### config.mk
export PLATFORM = sky130hd
export DESIGN_NAME = json_key_value_extractor_top
export DESIGN_NICKNAME = d
export VERILOG_FILES = /design/src/rtl/jkv_pkg.sv /design/src/rtl/jkv_step.sv /design/src/rtl/json_key_value_extractor_top.sv
export SDC_FILE = /design/constraint.sdc
export NUM_CORES = 1
export LEC_CHECK = 0
export BUFFER_PORTS_ARGS = -buffer_cell sky130_fd_sc_hd__buf_4
export CORE_AREA = 2 2 174 176
export DETAILED_ROUTE_END_ITERATION = 8
export DIE_AREA = 0 0 176 178
export HOLD_SLACK_MARGIN = 0.05
export PLACE_DENSITY = 0.72
export SETUP_SLACK_MARGIN = 0.2
export SKIP_LAST_GASP = 1
export SLEW_MARGIN = 10
export SYNTH_ARGS = -nofsm -noshare
export SYNTH_HDL_FRONTEND = slang
export SYNTH_SLANG_ARGS = --single-unit
### constraint.sdc
create_clock -name clk -period 9.3 [get_ports clk]
set_clock_uncertainty 0.15 [all_clocks]
set_input_delay 0 -clock clk [delete_from_list [all_inputs] [get_ports clk]]
set_output_delay 0 -clock clk [all_outputs]
set_load 0.03 [all_outputs]
### src/rtl/jkv_pkg.sv
// ----------------------------------------------------------------------------
// jkv_pkg
// Shared types and constants for the streaming JSON key/value extractor:
// character codes, parser state record and per-beat result record.
// ----------------------------------------------------------------------------
package jkv_pkg;

    localparam int KEY_BYTES_DEF = 32;
    localparam int VALUE_MAX_DEF = 256;

    localparam int KEY_WORDS    = 4;
    localparam int KEY_WORD_W   = 64;
    localparam int KEY_VEC_W    = KEY_WORDS * KEY_WORD_W;
    localparam int KEY_POS_W    = 5;
    localparam int VAL_POS_W    = 8;
    localparam int CAP_W        = 9;
    localparam int CFG_INDEX_W  = 3;

    // register indexes
    localparam logic [CFG_INDEX_W-1:0] REG_KEY_WORD_0 = 3'd0;
    localparam logic [CFG_INDEX_W-1:0] REG_KEY_WORD_1 = 3'd1;
    localparam logic [CFG_INDEX_W-1:0] REG_KEY_WORD_2 = 3'd2;
    localparam logic [CFG_INDEX_W-1:0] REG_KEY_WORD_3 = 3'd3;
    localparam logic [CFG_INDEX_W-1:0] REG_KEY_LENGTH = 3'd4;
    localparam logic [CFG_INDEX_W-1:0] REG_VALUE_CAP  = 3'd5;

    // character codes
    localparam logic [7:0] CH_BACKSLASH = 8'h5C;
    localparam logic [7:0] CH_QUOTE     = 8'h22;
    localparam logic [7:0] CH_COLON     = 8'h3A;
    localparam logic [7:0] CH_COMMA     = 8'h2C;
    localparam logic [7:0] CH_RBRACE    = 8'h7D;
    localparam logic [7:0] CH_RBRACKET  = 8'h5D;
    localparam logic [7:0] CH_LF        = 8'h0A;
    localparam logic [7:0] CH_CR        = 8'h0D;
    localparam logic [7:0] CH_SPACE     = 8'h20;

    typedef struct packed {
        logic                 inside_string;
        logic                 escape_pending;
        logic                 in_key;
        logic                 in_value;
        logic                 key_matched;
        logic                 key_compare_ok;
        logic [KEY_POS_W-1:0] key_position;
        logic [VAL_POS_W-1:0] value_position;
        logic                 skipping_space;
        logic                 search_finished;
    } parser_state_t;

    localparam parser_state_t PARSER_CLEAR = '{
        inside_string:   1'b0,
        escape_pending:  1'b0,
        in_key:          1'b0,
        in_value:        1'b0,
        key_matched:     1'b0,
        key_compare_ok:  1'b1,
        key_position:    '0,
        value_position:  '0,
        skipping_space:  1'b0,
        search_finished: 1'b0
    };

    typedef struct packed {
        logic                 present;
        logic [7:0]           value_byte;
        logic                 value_valid;
        logic                 done_res;
        logic                 found;
        logic [VAL_POS_W-1:0] value_length;
    } step_result_t;

endpackage

### src/rtl/jkv_step.sv
// ----------------------------------------------------------------------------
// jkv_step
// One parser step: next parser state and result for one document byte.
// ----------------------------------------------------------------------------
module jkv_step #(
    parameter int KEY_BYTES = jkv_pkg::KEY_BYTES_DEF
) (
    input  jkv_pkg::parser_state_t                 state,
    input  logic [7:0]                             text_byte,
    input  logic                                   first_byte,
    input  logic                                   last_byte,
    input  logic [jkv_pkg::KEY_VEC_W-1:0]          key_vec,
    input  logic [jkv_pkg::KEY_POS_W-1:0]          key_length,
    input  logic [jkv_pkg::CAP_W-1:0]              value_limit,
    output jkv_pkg::parser_state_t                 state_next,
    output jkv_pkg::step_result_t                  result
);
    import jkv_pkg::*;

    localparam logic [KEY_POS_W-1:0] KEY_LIMIT = KEY_POS_W'(KEY_BYTES - 1);

    parser_state_t n;
    logic          stop;
    logic          take_key;
    logic          take_val;
    logic          fin;
    logic          vld;
    logic          done;
    logic          fnd;
    logic [7:0]    tbyte;

    always_comb
    begin
        n        = state;
        stop     = 1'b0;
        take_key = 1'b0;
        take_val = 1'b0;
        fin      = 1'b0;
        vld      = 1'b0;
        done     = 1'b0;
        fnd      = 1'b0;
        tbyte    = 8'h00;

        if (first_byte)
        begin
            n = PARSER_CLEAR;
        end

        if (!n.search_finished)
        begin
            // whitespace skip after a matching key's colon
            if (n.skipping_space)
            begin
                if (text_byte == CH_SPACE || text_byte == CH_LF || text_byte == CH_CR)
                begin
                    stop = 1'b1;
                end
                else
                begin
                    n.skipping_space = 1'b0;
                    n.in_value       = 1'b1;
                    n.value_position = '0;
                    if (text_byte == CH_QUOTE)
                    begin
                        n.inside_string = 1'b1;
                        stop            = 1'b1;
                    end
                end
            end

            if (!stop)
            begin
                priority if (n.escape_pending)
                begin
                    n.escape_pending = 1'b0;
                    take_key = n.in_key;
                    take_val = !n.in_key && n.in_value;
                end
                else if (text_byte == CH_BACKSLASH)
                begin
                    n.escape_pending = 1'b1;
                end
                else if (text_byte == CH_QUOTE)
                begin
                    n.inside_string = !n.inside_string;
                    if (n.inside_string)
                    begin
                        if (!n.in_key && !n.in_value)
                        begin
                            n.in_key         = 1'b1;
                            n.key_position   = '0;
                            n.key_compare_ok = 1'b1;
                        end
                    end
                    else if (n.in_key)
                    begin
                        n.in_key = 1'b0;
                        if (n.key_compare_ok && n.key_position == key_length)
                        begin
                            n.key_matched = 1'b1;
                        end
                    end
                    else if (n.in_value)
                    begin
                        n.in_value = 1'b0;
                        fin = n.key_matched;
                    end
                end
                else if (n.inside_string)
                begin
                    take_key = n.in_key;
                    take_val = !n.in_key && n.in_value;
                end
                else if (text_byte == CH_COLON && n.key_matched && !n.in_value)
                begin
                    n.skipping_space = 1'b1;
                end
                else if (n.in_value)
                begin
                    if (text_byte == CH_COMMA || text_byte == CH_RBRACE
                        || text_byte == CH_RBRACKET)
                    begin
                        n.in_value = 1'b0;
                        fin = n.key_matched;
                    end
                    else
                    begin
                        take_val = 1'b1;
                    end
                end
                else
                begin
                    // bytes outside strings and values leave the state alone
                    stop = 1'b0;
                end
            end

            // key byte: compare against target, truncate long keys
            if (take_key && n.key_position < KEY_LIMIT)
            begin
                tbyte = key_vec[{n.key_position, 3'b000} +: 8];
                if (n.key_position >= key_length || tbyte != text_byte)
                begin
                    n.key_compare_ok = 1'b0;
                end
                n.key_position = n.key_position + 1'b1;
            end

            // value byte: emit while under the limit of capacity minus one
            if (take_val && {1'b0, n.value_position} < value_limit)
            begin
                vld              = 1'b1;
                n.value_position = n.value_position + 1'b1;
            end

            if (fin)
            begin
                n.search_finished = 1'b1;
                done              = 1'b1;
                fnd               = n.key_matched;
            end

            if (!n.search_finished && last_byte)
            begin
                n.search_finished = 1'b1;
                done              = 1'b1;
                fnd               = n.key_matched;
            end
        end
    end

    assign state_next          = n;
    assign result.present      = vld || done;
    assign result.value_byte   = vld ? text_byte : 8'h00;
    assign result.value_valid  = vld;
    assign result.done_res     = done;
    assign result.found        = done && fnd;
    assign result.value_length = n.value_position;

endmodule

### src/rtl/json_key_value_extractor_top.sv
// ----------------------------------------------------------------------------
// json_key_value_extractor_top
// Streaming JSON key/value extractor: scans a document byte by byte and
// returns the bytes of the value that belongs to a configured key.
// ----------------------------------------------------------------------------
// Feed the document one byte per text beat, first_byte set on the opening
// byte and last_byte on the closing one. The parser state is a handful of
// flags and two counters, updated by one short step in the cycle the beat
// is taken, so a byte can be accepted in every cycle that the output
// register can take a result. A beat yields at most one result beat, in the
// next cycle, carrying a captured value byte, the done/found report, or
// both; bytes that produce nothing (keys, punctuation, whitespace, anything
// after the search is over) yield no result beat. The result sits in an
// output register, and a new text beat is taken while that register is free
// or being drained in the same cycle. Key bytes are compared as they arrive,
// keys are cut at KEY_BYTES-1 bytes, and at most capacity minus one value
// bytes come out. Configuration writes take effect at once and must only be
// issued while no text beat is outstanding.
module json_key_value_extractor_top #(
    parameter int KEY_BYTES = jkv_pkg::KEY_BYTES_DEF,
    parameter int VALUE_MAX = jkv_pkg::VALUE_MAX_DEF
) (
    input  logic                                   clk,
    input  logic                                   rst_n,

    // configuration write port
    input  logic                                   cfg_we,
    input  logic [jkv_pkg::CFG_INDEX_W-1:0]        cfg_index,
    input  logic [jkv_pkg::KEY_WORD_W-1:0]         cfg_data,

    // document byte channel
    input  logic                                   text_valid,
    output logic                                   text_ready,
    input  logic [7:0]                             text_byte,
    input  logic                                   first_byte,
    input  logic                                   last_byte,

    // result channel
    output logic                                   result_valid,
    input  logic                                   result_ready,
    output logic [7:0]                             value_byte,
    output logic                                   value_valid,
    output logic                                   done_res,
    output logic                                   found,
    output logic [jkv_pkg::VAL_POS_W-1:0]          value_length
);
    import jkv_pkg::*;

    localparam logic [CAP_W-1:0] VMAX      = CAP_W'(VALUE_MAX);
    localparam logic [CAP_W-1:0] LIMIT_RST = CAP_W'(VALUE_MAX - 1);

    // configuration registers
    logic [KEY_VEC_W-1:0] key_vec_reg;
    logic [KEY_POS_W-1:0] key_length_reg;
    logic [CAP_W-1:0]     value_limit_reg;   // capacity minus one, clamped
    logic [CAP_W-1:0]     cap_clamped;

    // parser state and output register
    parser_state_t        state_reg;
    parser_state_t        state_next;
    step_result_t         step_res;
    logic                 result_valid_reg;
    logic [7:0]           value_byte_reg;
    logic                 value_valid_reg;
    logic                 done_res_reg;
    logic                 found_reg;
    logic [VAL_POS_W-1:0] value_length_reg;

    logic                 text_beat;

    // capacity of zero behaves as one, above the buffer size as the buffer size
    always_comb
    begin
        priority if (cfg_data[CAP_W-1:0] == '0)
        begin
            cap_clamped = CAP_W'(1);
        end
        else if (cfg_data[CAP_W-1:0] > VMAX)
        begin
            cap_clamped = VMAX;
        end
        else
        begin
            cap_clamped = cfg_data[CAP_W-1:0];
        end
    end

    always_ff @(posedge clk or negedge rst_n)
    begin
        if (!rst_n)
        begin
            key_vec_reg     <= '0;
            key_length_reg  <= '0;
            value_limit_reg <= LIMIT_RST;
        end
        else if (cfg_we)
        begin
            unique case (cfg_index)
                REG_KEY_WORD_0: key_vec_reg[0*KEY_WORD_W +: KEY_WORD_W] <= cfg_data;
                REG_KEY_WORD_1: key_vec_reg[1*KEY_WORD_W +: KEY_WORD_W] <= cfg_data;
                REG_KEY_WORD_2: key_vec_reg[2*KEY_WORD_W +: KEY_WORD_W] <= cfg_data;
                REG_KEY_WORD_3: key_vec_reg[3*KEY_WORD_W +: KEY_WORD_W] <= cfg_data;
                REG_KEY_LENGTH: key_length_reg  <= cfg_data[KEY_POS_W-1:0];
                REG_VALUE_CAP:  value_limit_reg <= cap_clamped - 1'b1;
                default:        ;   // unused indexes are ignored
            endcase
        end
    end

    // one parser step per accepted beat
    jkv_step #(
        .KEY_BYTES (KEY_BYTES)
    ) u_step (
        .state       (state_reg),
        .text_byte   (text_byte),
        .first_byte  (first_byte),
        .last_byte   (last_byte),
        .key_vec     (key_vec_reg),
        .key_length  (key_length_reg),
        .value_limit (value_limit_reg),
        .state_next  (state_next),
        .result      (step_res)
    );

    // output register is free, or drained this cycle
    assign text_ready = !result_valid_reg || result_ready;
    assign text_beat  = text_valid && text_ready;

    always_ff @(posedge clk or negedge rst_n)
    begin
        if (!rst_n)
        begin
            state_reg        <= PARSER_CLEAR;
            result_valid_reg <= 1'b0;
        end
        else
        begin
            if (text_beat)
            begin
                state_reg <= state_next;
            end
            if (text_beat && step_res.present)
            begin
                result_valid_reg <= 1'b1;
            end
            else if (result_ready)
            begin
                result_valid_reg <= 1'b0;
            end
        end
    end

    // result payload, loaded only with a new result
    always_ff @(posedge clk)
    begin
        if (text_beat && step_res.present)
        begin
            value_byte_reg   <= step_res.value_byte;
            value_valid_reg  <= step_res.value_valid;
            done_res_reg     <= step_res.done_res;
            found_reg        <= step_res.found;
            value_length_reg <= step_res.value_length;
        end
    end

    assign result_valid = result_valid_reg;
    assign value_byte   = value_byte_reg;
    assign value_valid  = value_valid_reg;
    assign done_res     = done_res_reg;
    assign found        = found_reg;
    assign value_length = value_length_reg;

    // a finished search stays finished until a new document starts
    a_finished_sticky: assert property (@(posedge clk) disable iff (!rst_n)
        (state_reg.search_finished && !(text_beat && first_byte))
            |=> state_reg.search_finished)
        else $error("search_finished dropped without a new document");

    // every result beat carries a value byte or the done report
    a_result_content: assert property (@(posedge clk) disable iff (!rst_n)
        result_valid |-> (value_valid || done_res))
        else $error("empty result beat");

    // found is only ever reported together with done
    a_found_with_done: assert property (@(posedge clk) disable iff (!rst_n)
        (result_valid && found) |-> done_res)
        else $error("found without done");

    // whitespace skip and a pending escape never coexist
    a_skip_escape: assert property (@(posedge clk) disable iff (!rst_n)
        !(state_reg.skipping_space && state_reg.escape_pending))
        else $error("escape pending during whitespace skip");

    // a beat that reports done leaves the parser finished
    a_done_finishes: assert property (@(posedge clk) disable iff (!rst_n)
        (text_beat && step_res.done_res) |=> state_reg.search_finished)
        else $error("done reported but parser not finished");

endmodule

Yosys cells after proc, flatten, opt, wreduce, memory -nomap -nowiden
Index checks and enable logic that the tools add are counted.
{"block": "op_classes", "n_addsub": 3, "order_cmp": 4, "n_eq_ne": 16, "n_shift": 1, "n_mux": 88, "reduce_logical": 32}
{"op": "256-bit by 9-bit variable part select with 8-bit output", "count": 1}
{"op": "1-bit 2-to-1 mux", "count": 71}
{"op": "9-bit 2-to-1 mux", "count": 7}
{"op": "21-bit 2-to-1 mux", "count": 2}
{"op": "8-bit by 6-bit equality test with 1-bit output, second input constant", "count": 4}
{"op": "8-bit by 7-bit equality test with 1-bit output, second input constant", "count": 3}
{"op": "11-bit 2-to-1 mux", "count": 2}
{"op": "6-bit 2-to-1 mux", "count": 3}
{"op": "8-bit by 4-bit equality test with 1-bit output, second input constant", "count": 2}
{"op": "2-bit AND reduction", "count": 6}
{"op": "1-bit logical AND", "count": 11}
{"op": "9-bit greater-than comparator, second input constant", "count": 1}
{"op": "9-bit zero test", "count": 1}
{"op": "8-bit by 9-bit less-than comparator with 1-bit output", "count": 1}
{"op": "9-bit by 1-bit subtractor with 9-bit output, second input constant", "count": 1}
{"op": "8-bit by 1-bit adder with 8-bit output, second input constant", "count": 1}
{"op": "8-bit 2-to-1 mux", "count": 1}
{"op": "8-bit != test", "count": 1}
{"op": "1-bit logical OR", "count": 7}
{"op": "7-bit 2-to-1 mux", "count": 1}
{"op": "3-bit by 2-bit equality test with 1-bit output, second input constant", "count": 2}
{"op": "3-bit equality test, second input constant", "count": 2}
{"op": "5-bit by 1-bit adder with 5-bit output, second input constant", "count": 1}
{"op": "5-bit equality test", "count": 1}
{"op": "other kinds (7)", "count": 11}
{"block": "totals", "ff_bits": 311, "in_bits": 82, "output_inout_bits": 21, "elab_cells": 166}

Depth between registers and ports, before layout
Gate-level depths: netlist (run 1).
{"block": "logic_depth", "word_depth": 24, "depth_mapped": 18, "depth_no_buf": 15}

By module
Synthesis (run 1) repeated with hierarchy kept, for this count alone.
{"block": "hier_totals", "hier_cells": 1275, "area_unflattened_um2": 15909.0}
{"mod": "json_key_value_extractor_top", "n_inst": 1, "cells_per_inst": 682, "area_each_um2": 11685.0, "seq_area_each_um2": 7888.8}
{"mod": "jkv_step", "n_inst": 1, "cells_per_inst": 593, "area_each_um2": 4224.1, "seq_area_each_um2": 0.0}

Worst setup path after synthesis (run 1)
Ideal clock, no wire load.
{"block": "synth_timing", "path_type": "input -> register", "from": "input port text_byte[3]", "to": "register done_res_reg (netlist: done_res) (enable)", "setup_ps": 395, "arrival_ps": 3619, "required_time_ps": 8755, "path_slack_ps": 5136, "path_stages": 15, "path_buffers": 1, "cell_sequence": "buf_4 -> or4b_1 -> a21oi_1 -> o21a_2 -> nor2_1 -> nor2_1 -> and2_1 -> ha_1 -> nand3_1 -> o22ai_1 -> nor2_1 -> o2111ai_4 -> nor3_1 -> nor2_1 -> nor2_1"}
{"element": "from (decl)", "line": "json_key_value_extractor_top.sv:34", "rtl": "input logic [7:0] text_byte,"}
{"element": "to (signal assigned)", "line": "json_key_value_extractor_top.sv:160", "rtl": "done_res_reg <= step_res.done_res;"}
{"element": "to (decl)", "line": "json_key_value_extractor_top.sv:65", "rtl": "logic done_res_reg;"}

Final worst setup path (run 1)
{"block": "layout_timing", "from": "register state_reg[10] in the netlist's numbering", "to": "register state_reg[15] in the netlist's numbering"}
{"block": "layout_via", "elab_chain_cells": 14, "word_cells_on_any_way": 17, "cone_classes": "order compare: 2; eq/ne: 1; shift: 1; mux: 11; reduce/logical: 2"}
{"element": "from (decl)", "line": "json_key_value_extractor_top.sv:59", "rtl": "parser_state_t state_reg;"}
{"element": "from (signal assigned)", "line": "json_key_value_extractor_top.sv:140", "rtl": "state_reg <= state_next;"}
{"element": "21-bit 2-to-1 mux (*)", "line": "jkv_step.sv:44", "rtl": "if (first_byte)"}
{"element": "6-bit 2-to-1 mux", "line": "jkv_step.sv:88", "rtl": "if (!n.in_key && !n.in_value)"}
{"element": "6-bit 2-to-1 mux", "line": "jkv_step.sv:86", "rtl": "if (n.inside_string)"}
{"element": "7-bit 2-to-1 mux", "line": "jkv_step.sv:83", "rtl": "else if (text_byte == CH_QUOTE)"}
{"element": "9-bit 2-to-1 mux", "line": "jkv_step.sv:79", "rtl": "else if (text_byte == CH_BACKSLASH)"}
{"element": "9-bit 2-to-1 mux", "line": "jkv_step.sv:73", "rtl": "priority if (n.escape_pending)"}
{"element": "11-bit 2-to-1 mux (*)", "line": "jkv_step.sv:71", "rtl": "if (!stop)"}
{"element": "11-bit 2-to-1 mux (*)", "line": "jkv_step.sv:49", "rtl": "if (!n.search_finished)"}
{"element": "256-bit by 9-bit variable part select with 8-bit output", "line": "jkv_step.sv:141", "rtl": "tbyte = key_vec[{n.key_position, 3'b000} +: 8];"}
{"element": "8-bit != test", "line": "jkv_step.sv:142", "rtl": "if (n.key_position >= key_length || tbyte != text_byte)"}
{"element": "1-bit logical OR", "line": "jkv_step.sv:142"}
{"element": "1-bit 2-to-1 mux", "line": "jkv_step.sv:142"}
{"element": "6-bit 2-to-1 mux (*)", "line": "jkv_step.sv:139", "rtl": "if (take_key && n.key_position < KEY_LIMIT)"}
{"element": "21-bit 2-to-1 mux (*)", "line": "jkv_step.sv:49"}
Every way passes the cells marked *; elsewhere a longest branch is shown, timed or not. The select of a mux whose other input is x is not followed.
A chain may end at the register's enable or synchronous reset.

==> results of run 1 <==
-- routing by layer --
layer / part of all wire (%) / routed length [um] / global-route usage [%] / up-vias
met5: 0 / 0 / 0 / -
met4: 3.9 / 1720 / 11.8 / 0
met3: 5.8 / 2570 / 4.13 / 102
met2: 49 / 21600 / 48.6 / 492
met1: 42 / 18600 / 38.3 / 6169
li1: - / - / - / 5517
-- metrics by stage --
stage / power (uW) / hold slack (ps) / cells / instance area [um^2] / setup WS (ps)
global placement: 2380 / -68.8 / 1816 / 16800 / 4170
finish: 3810 / 73.1 / 1974 / 19000 / 3220
CTS: 3830 / 71.6 / 1973 / 19000 / 3380
floorplan: 2170 / -446 / 1411 / 15900 / 5140
global route: 3980 / 140 / 1973 / 19000 / 2870
detailed placement: 2410 / -66.1 / 1816 / 16800 / 3950
-- worst paths after layout --
kind                                    startpoint            endpoint  slack, ps  cells past startpoint
worst max register to register       state_reg[10]       state_reg[15]       3220                     13
max in group asynchronous                    rst_n    key_vec_reg[164]       7270                      4
min in group asynchronous                    rst_n    key_vec_reg[160]        370                      3
worst min register to register  value_limit_reg[6]  value_limit_reg[6]        330                      2
worst min-delay path                        cfg_we  value_limit_reg[0]         70                      3
worst max-delay path                 state_reg[10]       state_reg[15]       3220                     13
-- power groups by stage --
stage / clock network, uW / logic (uW) / registers (uW)
2_1_floorplan: 0 / 417 / 1750
3_3_place_gp: 0 / 581 / 1800
3_5_place_dp: 0 / 601 / 1810
4_1_cts: 1410 / 639 / 1790
5_1_grt: 1460 / 697 / 1820
6_report: 1380 / 639 / 1790
-- cells by family (layout without fill, tap and decap cells) --
| family | count (synthesis) | in the layout |
|---|---|---|
| simple gates | 334 | 334 |
| compound gates | 312 | 312 |
| flops | 311 | 311 |
| mux | 285 | 285 |
| buf+inv | 144 | 316 |
| fa+ha+maj | 15 | 15 |
| xor+xnor | 10 | 10 |
| other cells | 0 | 1 |
-- layout by cell type, fill, tap and decap left out, types with 5 or more instances in the layout --
cell           netlist  layout
o21a_1               6       6
or3_1                7       7
a31oi_1             19      19
and3_1              28      28
nand2_1            117     117
a211oi_1            37      37
a31o_2               6       6
dlygate4sd3_1        0      94
dfstp_2              9       9
inv_1               40      40
and2_1              15      14
xnor2_1              7       7
dfrtp_1            283     283
mux2i_1             28      28
o221ai_1            20      20
mux2_2             254     254
o32ai_1              7       7
a21oi_1             52      52
a22oi_1             11      11
nand2b_1             7       7
edfxtp_1            19      19
clkbuf_16            0      38
ha_1                15      15
o211ai_1             7       7
clkinv_2             0       5
o21ai_0             68      68
nor2b_1             13      13
nand3_1             35      34
nand4_1              5       5
or4_1                9       9
o31ai_1              8       8
nor4_1               5       5
o22ai_1             15      15
nor3_1              18      18
buf_4                1     113
nor2_1              44      42
clkbuf_8             0       8
clkbuf_1            66       8
-- timing repair --
item / CTS / global route
resized for setup: 0 / 0
hold buffers: 95 / 0
buffers inserted: 0 / 0
hold endpoints to repair: 395 / 0
setup endpoints to repair: 0 / 0
-- cell usage after synthesis, types with 8 or more instances --
| cell type | instances |
|---|---|
| dfrtp_1 | 283 |
| mux2_2 | 254 |
| nand2_1 | 117 |
| o21ai_0 | 68 |
| clkbuf_1 | 66 |
| a21oi_1 | 52 |
| nor2_1 | 44 |
| inv_1 | 40 |
| a211oi_1 | 37 |
| nand3_1 | 35 |
| and3_1 | 28 |
| mux2i_1 | 28 |
| buf_2 | 20 |
| o221ai_1 | 20 |
| a31oi_1 | 19 |
| edfxtp_1 | 19 |
| nor3_1 | 18 |
| and2_1 | 15 |
| ha_1 | 15 |
| o22ai_1 | 15 |
| nor2b_1 | 13 |
| a22oi_1 | 11 |
| buf_6 | 11 |
| dfstp_2 | 9 |
| or4_1 | 9 |
| o31ai_1 | 8 |
-- worst max-delay path: stages, from the launching register on --
cell and delay [ps]:
dfrtp_1 710, inv_1 610, nor2_1 540, and2_4 570
buf_4 600, a21oi_1 80, a22o_1 270, mux4_2 500
a211oi_2 370, xnor2_1 170, o2111ai_1 130, dlygate4sd3_1 580
o21ai_1 100, dlygate4sd3_1 550
-- area by class of cell --
class	count	area [um^2]	area share, %
antenna	1	2.50	0.0132
inverter	44	168	0.884
tap	390	488	2.57
clock buffer	54	1090	5.75
multi-input combinational	956	7410	39.1
timing repair buffer	210	1850	9.76
clock inverter	8	68.8	0.363
sequential	311	7890	41.6
==> results.cfg, run 1 <==
[floorplan]
dieArea_mm2 = 0.0313
die_y_um = 178
core_mm2 = 0.0294
ios = 103
start_util_pct = 54.2
rows = 63
chipWidth_um = 176

[synth]
syn-cell-area_mm2 = 0.0159
synthAdderAreaFrac_pct = 1.18
synth_area_leaders = dfrtp_1 44%, mux2_2 18%, edfxtp_1 3.6%
synth_xor_area_share_pct = 0.550
synthSimpleGateAreaFrac_pct = 10.9
syn-num-nets = 1508
synth_cell_types = 93
yosys.area.top_type = dfrtp_1
synthCells = 1411
yosysSeqAreaShare_pct = 49.5
synth_top_family_by_area = multiplexers
yosysWarnings = 0
synth_compound_area_share_pct = 13.7
synthMuxAreaShare_pct = 20.1
ys_async_sr_fraction_pct = 93.9
synth_edf_count = 19
synth.avg_cell_area_um2 = 11.3
ys.flop_type = dfrtp_1
yosys.area.top_type_share_pct = 44.5
synth_seq_cells = 311

[sta]
fmax_mhz = 164
rsz0062_at_grt = no
finalCriticalPeriod_ps = 6080
hold_viol_final = 0
finalCritPeriodShare_pct = 65.4
setup_viol = 0
setup_tns_ps = 0
slew_headroom_pct = 25.7
slew_violations = 0
worst_pin_slew_ps = 1110

[global_route]
antenna_found_initial = 0
grt_first_pass_wirelength_um = 69800
grt_max_degree = 192
grt_pass1_vias = 12253
grtUsageTotal_pct = 29.0
overflow = 0

[route]
wire_per_inst_um = 22.6
drt_iter0_markers = 1038
drc = 0
via_per_inst = 6.22
antenna_left = 0
num_vias = 12280
drtPass1Iterations = 7
totalWireLength_um = 44500

[power]
comb_power_share_pct = 16.8
power.density_mw_per_mm2 = 201
power.internal_uw = 2810
p_sw_share_pct = 26.1
leakage_uw = 0.00798
clkPwrFrac_pct = 36.3
irDropWorstVdd_v = 0.000164
p_sw_uw = 995
power_frac_seq_pct = 46.9

[critical_path]
critPathCaptureType = flop
arrival_ps = 6400
cp_max_fo = 56
crit_type = reg -> reg
critPathRequiredTime_ps = 9610
start_kind = flop

[cts]
tritoncts = built
clockBufferDepth = 3
clk_pin_slew_ps = 60
cts_sinks = 311
clk_latency_ps = 520
clk_root_buffer_cell = clkbuf_16
cts_buffers = 35
htreeDepth = 2

[finish]
largest_reg_flops = 256
synthToLayoutAreaGrowth_pct = 19.1
drive_above_1_share_pct = 29.6
finish.utilization_pct = 64.5
finalNetCount = 1655
fillCellCount = 2275

[placement]
port_buffers = 102
dp_hpwl_um = 28700
gp_congestion = 0.950

[run]
cap_violations = 0

[run_status]
status = finished clean

[worst_hold_path]
worstHoldPathType = in -> reg
Power figures use the tool's default switching activity.
==> inputs of run 2 (changes only) <==
PLACE_DENSITY = 0.75   (was 0.72)
clock period = 5.05 ns   (was 9.3 ns; I/O delays follow)
==> results.cfg, run 2 (synthesis results as in run 1) <==
[route]
num_vias = 12551
totalWireLength_um = 47100
drc = 0
wire_per_inst_um = 23.6
antenna_left = 0
drtPass1Iterations = 6
via_per_inst = 6.30
drt_iter0_markers = 1030

[critical_path]
path_cells = nor3_2, nand4_4, buf_4, nand3_1, clkinvlp_4, nand2_1, a31oi_1, o21a_1, a211oi_2, xor2_1, dlygate4sd3_1, o2111ai_1, dlygate4sd3_1, o21ai_1
worst-path-stages = 14
r2r_setup_slack_ps = 380
critPathCaptureType = flop
crit_type = reg -> reg
start_kind = flop
cp_slowest_cell = dlygate4sd3_1
reg2reg_from = state_reg[19]
crit_start = state_reg[19]
critPathRequiredTime_ps = 5350
path_buf_inv = 4
ff2ff_path_depth = 14
cpMostUsedCell = dlygate4sd3_1
crit_end = state_reg[15]
max_stage_delay_ps = 580
cp_max_fo = 29
arrival_ps = 4970
crit_family = buffers and inverters
r2r_end = state_reg[15]

[placement]
dp_hpwl_um = 30400
port_buffers = 102
gp_congestion = 0.978

[run_status]
status = finished clean

[cts]
clk_root_buffer_cell = clkbuf_16
htreeDepth = 2
cts_sinks = 311
cts_buffers = 34
clk_pin_slew_ps = 60
clockBufferDepth = 3
clk_latency_ps = 520
tritoncts = built

[worst_hold_path]
worstHoldPathType = in -> reg
hold_depth = 5

[global_route]
grt_first_pass_wirelength_um = 72800
overflow = 0
antenna_found_initial = 0
grtUsageTotal_pct = 30.2
grt_max_degree = 112
grt_pass1_vias = 12657

[sta]
hold_viol_final = 0
setup_viol = 0
finalCritPeriodShare_pct = 92.6
setup_tns_ps = 0
finalCriticalPeriod_ps = 4670
rsz0062_at_grt = no
fmax_mhz = 214
slew_headroom_pct = 30.9
slew_violations = 0
worst_pin_slew_ps = 1040

[finish]
finish.utilization_pct = 65.4
largest_reg_flops = 256
diodes = 0
final_common_cell = dfrtp_1
drive_above_1_share_pct = 30.9
final_cell_mix = 283 x dfrtp_1, 254 x mux2_2, 130 x buf_4
synthToLayoutAreaGrowth_pct = 20.8
finalNetCount = 1673

[floorplan]
die_y_um = 178
rows = 63
ios = 103
dieArea_mm2 = 0.0313
start_util_pct = 54.2
chipWidth_um = 176
core_mm2 = 0.0294

[run]
cap_violations = 0

[power]
irDropWorstVdd_v = 0.000267
power.density_mw_per_mm2 = 374
leakage_uw = 0.00812
-- run 2: changes by cell type in the layout (fill, tap and decap cells not counted), sizes merged, moves of 2 or more --
cell         previous run  this run
and2                   16        18
buf                   116       135
bufinv                  1         4
clkbuf                 54        52
dlygate4sd3            94        92
inv                    43        41
-- run 2: metrics by stage --
stage | area, um^2 | hold WS [ps] | std cells | setup slack (ps) | total power, uW
6_report | 19200 | 59.4 | 1991 | 375 | 7200
5_1_grt | 19200 | 124 | 1991 | 220 | 7490
4_1_cts | 19200 | 61.1 | 1984 | 431 | 7220
3_5_place_dp | 17000 | -21.4 | 1831 | 678 | 4430
3_3_place_gp | 17000 | -5.46 | 1831 | 747 | 4370
2_1_floorplan | 15900 | -446 | 1411 | 886 | 4000
-- run 2: how the worst min path moves through the flow --
stage / startpoint / to / slack [ps]
final: text_byte[3] / state_reg[15] / 60
after global routing: text_byte[3] / state_reg[15] / 120
after CTS: text_byte[3] / state_reg[15] / 60
after detailed placement: rst_n / key_vec_reg[209] / -20
after global placement: rst_n / key_vec_reg[209] / -5
after floorplan: rst_n / key_length_reg[0] / -450
-- run 2: area by class of cell --
class                      count  area [um^2]
multi-input combinational    958         7430
sequential                   311         7890
timing repair buffer         227         1990
clock buffer                  52         1090
fill                        2259        10200
tap                          390          488
clock inverter                 9          169
inverter                      44          171
-- run 2: what timing repair did --
action                                 4_1_cts  5_1_grt
hold buffers                                92        0
gates resized for setup                      0        2
setup endpoints to repair                    0        2
buffers inserted                             0        5
endpoints found under the hold margin      404        0
-- run 2: power breakdown --
| part | total (uW) | internal, uW | switching [uW] | leakage, uW |
|---|---|---|---|---|
| clock | 2740 | 1700 | 1040 | 0.000616 |
| combinational | 1190 | 632 | 559 | 0.00379 |
| sequential | 3270 | 3010 | 264 | 0.00371 |
-- run 2: layer usage --
metal	vias to the layer above	global-route usage [%]	part of all wire, %
li1	5541	-	-
met1	6311	40.3	42
met2	555	49.0	47
met3	144	5.01	7.1
met4	0	13.6	4.6
met5	-	0	0
-- run 2: worst reg2reg max path: stages, from the launching register on --
cell,delay [ps]
dfrtp_1,420
nor3_2,380
nand4_4,340
buf_4,380
nand3_1,340
clkinvlp_4,280
nand2_1,250
a31oi_1,100
o21a_1,150
a211oi_2,260
xor2_1,180
dlygate4sd3_1,580
o2111ai_1,100
dlygate4sd3_1,580
o21ai_1,120
==> inputs of run 3 (changes only) <==
GPL_ROUTABILITY_DRIVEN = 1   (was not set)
PLACE_DENSITY = 0.74   (was 0.75)
==> results.cfg, run 3 (synthesis results as in run 1) <==
[power]
irDropWorstVdd_v = 0.000316
power.density_mw_per_mm2 = 365
power_uw = 6940
leakage_uw = 0.00801

[floorplan]
chipWidth_um = 176
rows = 63
core_mm2 = 0.0294
ios = 103
dieArea_mm2 = 0.0313
start_util_pct = 54.2
die_y_um = 178

[finish]
fillCellCount = 2317
finalNetCount = 1668
diodes = 0
synthToLayoutAreaGrowth_pct = 19.3
finish.utilization_pct = 64.6
final_common_cell = dfrtp_1
drive_above_1_share_pct = 30.4
largest_reg_flops = 256
final_cell_mix = 283 x dfrtp_1, 254 x mux2_2, 132 x buf_4
stdcell_area_mm2 = 0.0190

[sta]
slew_violations = 0
slew_headroom_pct = 28.2
setup_tns_ps = 0
setup_ws_ps = 552
finalCritPeriodShare_pct = 89.1
finalCriticalPeriod_ps = 4500
rsz0062_at_grt = no
hold_viol_final = 0
fmax_mhz = 222
worst_pin_slew_ps = 1080
setup_viol = 0

[cts]
clockBufferDepth = 3
clk_root_buffer_cell = clkbuf_16
clk_pin_slew_ps = 60
tritoncts = built
htreeDepth = 2
clk_latency_ps = 530
cts_sinks = 311
cts_buffers = 35

[route]
antenna_left = 0
num_vias = 12422
drt_iter0_markers = 1231
drc = 0
totalWireLength_um = 45700
via_per_inst = 6.25
drtPass1Iterations = 8
wire_per_inst_um = 23.0

[placement]
dp_slack_ps = 737
dp_hpwl_um = 29600
dpl_cell_area_mm2 = 0.0170
port_buffers = 102
gp_congestion = 0.936

[critical_path]
ff2ff_path_depth = 15
start_kind = input port
critPathRequiredTime_ps = 5340
critPathCaptureType = flop
crit_type = in -> reg
cp_max_fo = 10
arrival_ps = 4790

[global_route]
grt_first_pass_wirelength_um = 72200
grt_pass1_vias = 12624
grtUsageTotal_pct = 29.8
antenna_found_initial = 0
overflow = 0
grt_max_degree = 119

[worst_hold_path]
worstHoldPathType = in -> reg
hold_depth = 3

[run]
cap_violations = 0

[run_status]
status = finished clean
[run 3: cell count changes in the layout (fill, tap and decap cells not counted), moves of 4 or more]
cell	delta
clkinv_2	+4
dlygate4sd3_1	-4
clkbuf_8	-9
clkbuf_1	+10
[run 3: final timing paths]
| check | start | to | slack, ps |
|---|---|---|---|
| worst max-delay path | text_byte[0] | result_valid | 550 |
| worst min-delay path | cfg_index[2] | value_limit_reg[7] | 100 |
| worst max register to register | state_reg[20] | state_reg[15] | 640 |
| worst min register to register | value_limit_reg[5] | value_limit_reg[5] | 330 |
| max in group asynchronous | rst_n | state_reg[0] | 2770 |
| min in group asynchronous | rst_n | state_reg[5] | 530 |
[run 3: metrics by stage]
step           cells  hold WS (ps)
2_1_floorplan   1411          -446
3_3_place_gp    1834         -22.8
3_5_place_dp    1834         -5.06
4_1_cts         1985          84.4
5_1_grt         1987           140
6_report        1987          99.0
[run 3: per-layer routing]
metal	GRT usage [%]	vias to the layer above	part of all wire (%)
met4	12.3	0	4.3
met5	0	-	0
met1	38.9	6244	41
met2	50.1	506	48
met3	4.62	128	6.4
li1	-	5544	-
[run 3: area by class of cell]
cell class / instances / area (um^2) / share of cell area, %
Clock inverter: 11 / 125 / 0.659
Timing Repair Buffer: 223 / 1930 / 10.1
Sequential cell: 311 / 7890 / 41.5
Clock buffer: 52 / 981 / 5.16
Tap cell: 390 / 488 / 2.57
Inverter: 44 / 168 / 0.883
Multi-Input combinational cell: 956 / 7420 / 39.1
[run 3: worst max-delay path: stages]
cell and delay (ps):
dlygate4sd3_1 540, buf_4 180, or4b_1 530, a21oi_1 150, o21a_2 190, nor2_1 130
nor2_2 280, and2_1 260, ha_1 250, nand3_1 150, o22ai_1 90, nor2_1 210
o2111ai_4 190, nor3_1 210, buf_4 180, o21ai_0 80, dlygate4sd3_1 560, nand2_1 70
dlygate4sd3_1 540
[run 3: power by group]
| part | switching [uW] | internal [uW] | total (uW) |
|---|---|---|---|
| Combinational | 556 | 632 | 1190 |
| Clock | 1010 | 1460 | 2470 |
| Sequential | 273 | 3010 | 3280 |
[run 3: timing repair]
action | CTS | global route
hold endpoints to repair | 410 | 0
resized for setup | 0 | 2
endpoints found under the setup margin | 0 | 1
buffers inserted | 0 | 2
hold buffers | 88 | 0
